`config.mk`:
```
export PLATFORM = sky130hd
export DESIGN_NAME = aqpc_ctrl
export DESIGN_NICKNAME = d
export VERILOG_FILES = /design/src/sv/aqpc_pkg.sv /design/src/sv/aqpc_ctrl.sv
export SDC_FILE = /design/constraint.sdc
export NUM_CORES = 1
export LEC_CHECK = 0
export BUFFER_PORTS_ARGS = -buffer_cell sky130_fd_sc_hd__buf_2
export CAP_MARGIN = 20
export CORE_UTILIZATION = 42
export CTS_CLUSTER_SIZE = 14
export DETAILED_ROUTE_END_ITERATION = 16
export MAX_ROUTING_LAYER = met4
export PLACE_DENSITY = 0.72
export SETUP_SLACK_MARGIN = 0.05
export SYNTH_ARGS = -nofsm -noshare
export SYNTH_HDL_FRONTEND = slang
export SYNTH_SLANG_ARGS = --single-unit
```
`constraint.sdc`:
```
create_clock -name clk -period 1.3 [get_ports clk]
set_input_delay 0.195 -clock clk [delete_from_list [all_inputs] [get_ports clk]]
set_output_delay 0.195 -clock clk [all_outputs]
set_load 0.02 [all_outputs]
```
`src/sv/aqpc_pkg.sv`:
```
`timescale 1ns / 1ps
package aqpc_pkg;

    // block constants
    localparam int MAX_SLOTS  = 16;
    localparam int ASPECT_Q16 = 131072;
    localparam int FRAC_BITS  = 16;

    // fixed field widths
    localparam int SLOT_W    = 4;
    localparam int COLOUR_W  = 3;
    localparam int PIX_W     = 12;
    localparam int SCREEN_W  = 13;
    localparam int DATA_W    = 32;
    localparam int SIZE_W    = 31;
    localparam int CFG_IDX_W = 3;

    // derived widths
    localparam int SLOT_IDX_W = (MAX_SLOTS > 1) ? $clog2(MAX_SLOTS) : 1;
    localparam int CNT_W      = (SLOT_IDX_W > 3) ? SLOT_IDX_W : 3;
    localparam int ASPECT_W   = $clog2(ASPECT_Q16 + 1) + 1;
    localparam int DXY_W      = SCREEN_W;
    localparam int DY_PROD_W  = DXY_W + ASPECT_W;
    localparam int SUM_BASE_W = (DXY_W + FRAC_BITS > DY_PROD_W) ?
                                (DXY_W + FRAC_BITS) : DY_PROD_W;
    localparam int SUM_W      = ((SUM_BASE_W > DATA_W) ? SUM_BASE_W : DATA_W) + 1;
    localparam int PROD_W     = 2 * DATA_W;
    localparam int W_W        = PROD_W - FRAC_BITS + 1;
    localparam int EDGE_W     = DATA_W + 1;
    localparam int MUL_STEPS  = 4;

    // configuration register indexes
    localparam logic [CFG_IDX_W-1:0] CFG_SCREEN_COLS = 3'd0;
    localparam logic [CFG_IDX_W-1:0] CFG_SCREEN_ROWS = 3'd1;
    localparam logic [CFG_IDX_W-1:0] CFG_OFFSET_X    = 3'd2;
    localparam logic [CFG_IDX_W-1:0] CFG_OFFSET_Y    = 3'd3;
    localparam logic [CFG_IDX_W-1:0] CFG_MAT_A       = 3'd4;
    localparam logic [CFG_IDX_W-1:0] CFG_MAT_B       = 3'd5;
    localparam logic [CFG_IDX_W-1:0] CFG_MAT_C       = 3'd6;
    localparam logic [CFG_IDX_W-1:0] CFG_MAT_D       = 3'd7;

    // input op codes
    localparam logic OP_WRITE = 1'b0;
    localparam logic OP_PIXEL = 1'b1;

    // multiplier step select: which product is formed
    localparam logic [1:0] MSEL_VX_A = 2'd0;
    localparam logic [1:0] MSEL_VY_B = 2'd1;
    localparam logic [1:0] MSEL_VX_C = 2'd2;
    localparam logic [1:0] MSEL_VY_D = 2'd3;

    // controller states
    typedef enum logic [4:0] {
        ST_IDLE  = 5'b00001,
        ST_XFORM = 5'b00010,
        ST_MUL   = 5'b00100,
        ST_SCAN  = 5'b01000,
        ST_DONE  = 5'b10000
    } aqpc_state_t;

    // controller to datapath commands
    typedef struct packed {
        logic                  load_pix;
        logic                  write_slot;
        logic                  xform;
        logic                  mul_issue;
        logic [1:0]            mul_sel;
        logic                  mul_acc;
        logic [1:0]            acc_sel;
        logic                  scan_step;
        logic [SLOT_IDX_W-1:0] scan_idx;
    } aqpc_cmd_t;

    // clamp a wide sum into the signed 32 bit range
    function automatic logic signed [DATA_W-1:0] sat32(input logic signed [SUM_W-1:0] v);
        logic all_one;
        logic all_zero;
        all_one  = &v[SUM_W-1:DATA_W-1];
        all_zero = ~|v[SUM_W-1:DATA_W-1];
        if (all_one || all_zero)
            return v[DATA_W-1:0];
        else if (v[SUM_W-1])
            return {1'b1, {(DATA_W-1){1'b0}}};
        else
            return {1'b0, {(DATA_W-1){1'b1}}};
    endfunction

endpackage

```
`src/sv/aqpc_ctrl.sv`:
```
`timescale 1ns / 1ps
module aqpc_ctrl
(
    input  logic                clk,
    input  logic                rst_n,
    input  logic                start,
    input  logic                op,
    output logic                busy,
    output logic                out_valid,
    output aqpc_pkg::aqpc_cmd_t cmd
);
    import aqpc_pkg::*;

    aqpc_state_t      state_reg, state_next;
    logic [CNT_W-1:0] cnt_reg, cnt_next;
    logic             accept;

    // handshake
    assign busy      = !(state_reg == ST_IDLE || state_reg == ST_DONE);
    assign out_valid = (state_reg == ST_DONE);
    assign accept    = start && !busy;

    // next state and step counter
    always_comb
    begin
        state_next = state_reg;
        cnt_next   = cnt_reg;
        case (state_reg)
            ST_IDLE, ST_DONE:
            begin
                if (accept && op == OP_PIXEL)
                    state_next = ST_XFORM;
                else
                    state_next = ST_IDLE;
                cnt_next = '0;
            end
            ST_XFORM:
            begin
                state_next = ST_MUL;
                cnt_next   = '0;
            end
            ST_MUL:
            begin
                if (cnt_reg == CNT_W'(MUL_STEPS))
                begin
                    state_next = ST_SCAN;
                    cnt_next   = '0;
                end
                else
                    cnt_next = cnt_reg + 1'b1;
            end
            ST_SCAN:
            begin
                if (cnt_reg == CNT_W'(MAX_SLOTS - 1))
                begin
                    state_next = ST_DONE;
                    cnt_next   = '0;
                end
                else
                    cnt_next = cnt_reg + 1'b1;
            end
            default:
            begin
                state_next = ST_IDLE;
                cnt_next   = '0;
            end
        endcase
    end

    always_ff @(posedge clk or negedge rst_n)
    begin
        if (!rst_n)
        begin
            state_reg <= ST_IDLE;
            cnt_reg   <= '0;
        end
        else
        begin
            state_reg <= state_next;
            cnt_reg   <= cnt_next;
        end
    end

    // command decode
    always_comb
    begin
        cmd            = '0;
        cmd.load_pix   = accept && (op == OP_PIXEL);
        cmd.write_slot = accept && (op == OP_WRITE);
        cmd.xform      = (state_reg == ST_XFORM);
        cmd.mul_issue  = (state_reg == ST_MUL) && (cnt_reg < CNT_W'(MUL_STEPS));
        cmd.mul_sel    = cnt_reg[1:0];
        cmd.mul_acc    = (state_reg == ST_MUL) && (cnt_reg != '0);
        cmd.acc_sel    = cnt_reg[1:0] - 2'd1;
        cmd.scan_step  = (state_reg == ST_SCAN);
        cmd.scan_idx   = cnt_reg[SLOT_IDX_W-1:0];
    end

`ifndef SYNTHESIS
    // a result strobe only follows the last scan step
    a_done_after_scan: assert property (@(posedge clk) disable iff (!rst_n)
        out_valid |-> $past(state_reg == ST_SCAN))
        else $error("result strobe without a finished scan");

    // a slot write leaves the block free
    a_write_no_busy: assert property (@(posedge clk) disable iff (!rst_n)
        (start && !busy && op == OP_WRITE) |=> !busy)
        else $error("slot write made the block busy");

    // a pixel beat always starts the transform
    a_pixel_busy: assert property (@(posedge clk) disable iff (!rst_n)
        (start && !busy && op == OP_PIXEL) |=> (state_reg == ST_XFORM))
        else $error("pixel beat did not start the transform");

    // multiply step count stays in range
    a_mul_cnt: assert property (@(posedge clk) disable iff (!rst_n)
        (state_reg == ST_MUL) |-> (cnt_reg <= CNT_W'(MUL_STEPS)))
        else $error("multiply step counter out of range");
`endif

endmodule

```
==> summary.txt <==
Status
  – Status: finished, violations left
  – Failing checks: negative setup slack

Global route
  – Antenna violations before repair: 0
  – Total track usage: 27.9%
  – Largest net degree at the start of global routing: 10
  – Grt ovf: 0
  – Global-route wire length before repair: 2.82 mm
  – Number of global-route vias before repair: 619

Synth
  – Asr flop ratio synth: 100%
  – EDFF count, synth: 0
  – Area contributors post-synth: dfrtp_1, nor2b_4, dfstp_2
  – Leading area contributor after synthesis: dfrtp_1
  – Post-synth top area share: 34.9%
  – Post-synthesis sequential area ratio: 39.4%
  – Mapped Cells: 58
  – Synthesized area: 574 um^2
  – Synthesized Nets: 64
  – Avg Inst Size Synth: 9.90 um^2
  – Yosys warns: 0
  – Most used DFF post-synth: dfrtp_1
  – Yosys reg bits: 9
  – Synth cell types: 29

Worst setup path
  – R2r setup slk: -0.03 ns
  – Data required, critical path: 1.11 ns
  – Worst setup path category: flop to output port
  – Reg2Reg Depth: 4
  – Crit end category: output port
  – Capturing point of the worst reg2reg path: state_reg[2]
  – Crit path DAT: 1.54 ns
  – Critical R2R Launch: state_reg[1]
  – Crit Path Max Fanout: 4
  – Crit path launch type: flop

STA
  – Setup violations, final: 12
  – Period Utilization, post-route: 133%
  – Slew @ Worst Pin: 0.344 ns
  – Worst Hold Slack: 0.220 ns
  – Fmax: 577 MHz
  – Min Tclk post-route: 1.73 ns
  – RSZ-0062 raised after global routing: yes
  – Worst setup margin: -0.434 ns
  – Slew HR: 76.8%
  – Final hold violations: 0
  – Clock Skew: 0.00666 ns
  – Slew Viols, Final: 0

Power
  – Leak: 0.450 nW
  – Power share of the clock group: 31.9%
  – Sequential Power Share: 40.6%
  – Switching portion of total power: 30.3%
  – Internal power: 0.517 mW
  – Psw: 0.225 mW
  – Cell Pwr Density: 710 nW/um^2
  – Comb pwr share: 27.5%
  – Worst IR Drop VDD: 0.000670 V

Detailed routing
  – Highest Signal Layer: met4
  – Routed length per instance: 17.1 um
  – Via density: 5.57
  – Wirelength, routed: 1.95 mm
  – Via count: 635
  – Initial DRT Pass Iterations: 4
  – Final antenna-violating net count: 0
  – DRT iter0 DRCs: 25
  – Wire length on met3: 88 um
  – Met1 Wirelength: 840 um
  – Metal2 WL: 981 um
  – # DRC: 0

Die
  – Die Span X: 39.0 um
  – Die area: 1520 um^2
  – Die Ht: 39.0 um
  – I/O pins: 20
  – Core ar.: 1190 um^2
  – Row count: 12
  – Starting Density: 48.4%

Worst hold path
  – Worst min-delay path class: input port to flop
  – Worst Hold Depth: 2
  – Hold endpoint: state_reg[1]
  – Worst hold start: start

Job
  – Max Cap Viol: 0

Layout
  – ANT cells: 0
  – Share of cells above drive strength 1: 73.0%
  – Non-filler instance count after layout: 114
  – Number of flip-flops in the largest register: 5
  – Final nets: 107
  – Layout Area Growth over Synthesis: 81.9%

Placed design
  – I/O Buffers: 19
  – Pre-CTS WS: -0.153 ns
  – Placed Instances: 101
  – Gpl congestion: 0.840
  – Hpwl dp: 1.07 mm

Clock network
  – Clock buffer depth: 2
  – CTS sink cnt: 9
  – CTS Buf Count: 3
  – Root buf cell: clkbuf_4
  – Worst skew pair latency: 0.27 ns
  – Register clock-pin slew on the reported worst setup and hold paths: 0.07 ns
  – CTS tree: done
  – H-tree levels: 1
[kinds of logic after synthesis]
kind of cell	after synthesis	synth area share, %
AND/OR/NAND/NOR	30	35.1
AO/OA/AOI/OAI	8	10.0
adder cells (fa/ha/maj)	2	4.36
buffers and inverters	6	6.53
flip-flops	9	39.4
XOR/XNOR	3	4.58
[power by group through the flow]
stage / registers, mW / clock network (mW) / logic [mW]
2_1_floorplan: 0.305 / 0 / 0.0791
3_3_place_gp: 0.302 / 0 / 0.137
3_5_place_dp: 0.303 / 0 / 0.139
4_1_cts: 0.298 / 0.226 / 0.181
5_1_grt: 0.302 / 0.245 / 0.215
6_report: 0.301 / 0.237 / 0.204
[placed cells by master (no fill, tap or decap), types with 3 or more instances in the layout]
master | Yosys | routed
dfrtp_1 | 8 | 3
buf_4 | 2 | 19
buf_6 | 1 | 10
buf_2 | 0 | 11
nor2_1 | 5 | 4
clkbuf_4 | 0 | 3
nor3_1 | 5 | 3
dfrtp_2 | 0 | 5
[final cells by class]
type	instances	area, um^2
multi-input cells	43	434
repair buffers	41	320
flip-flops and latches	9	233
fillers	57	141
clock buffers	4	26.3
well taps	14	17.5
inverters	3	13.8
[timing repair]
item                                   4_1_cts  5_1_grt
gates resized for setup                     25       13
hold buffers                                 1        0
pin swaps                                    8        2
endpoints found under the hold margin        8        0
setup buffers                                7        3
setup endpoints to repair                   15       17
cloned                                       0        0
[cell usage after synthesis (2+ instances only)]
master	count
dfrtp_1	8
nand2_1	2
nor2_1	5
or3_1	2
nor2b_4	2
a21oi_1	2
ha_1	2
xor2_1	2
nand2b_1	2
buf_4	2
inv_1	3
nor3_1	5
nand3_1	2
o21ai_0	2
and4_1	2
nand3b_1	2
[per-layer routing]
layer  GRT usage (%)  vias to the layer above
met3            3.47                        6
met2            41.7                       32
met1            39.8                      309
met5               -                        -
li1                -                      288
met4            7.76                        0
[worst max-delay path: stages (launching register included)]
cell and delay (ns):
dfstp_2 0.41, or3_4 0.40, nand2b_4 0.18, nor3_4 0.14, buf_6 0.14
[worst max path at each step]
stage,from,cells after the start,end,slack [ns]
after floorplan,state_reg[1],4,cmd[10],-0.17
after global placement,state_reg[1],4,cmd[10],-0.14
after detailed placement,state_reg[1],4,cmd[10],-0.15
after CTS,state_reg[1],4,cmd[10],-0.38
after global routing,state_reg[0],4,cmd[10],-0.46
final,state_reg[0],4,cmd[10],-0.43
[through the flow]
step	TNS, ns	total power [mW]	instance area, um^2	util [%]
floorplan	-0.556	0.384	621	-
global placement	-0.578	0.439	805	67.8
detailed placement	-0.688	0.443	805	67.8
CTS	-2.53	0.706	976	82.3
global route	-3.47	0.762	1040	88.1
finish	-2.96	0.742	1040	88.1
(Power assumes the default switching activity.)
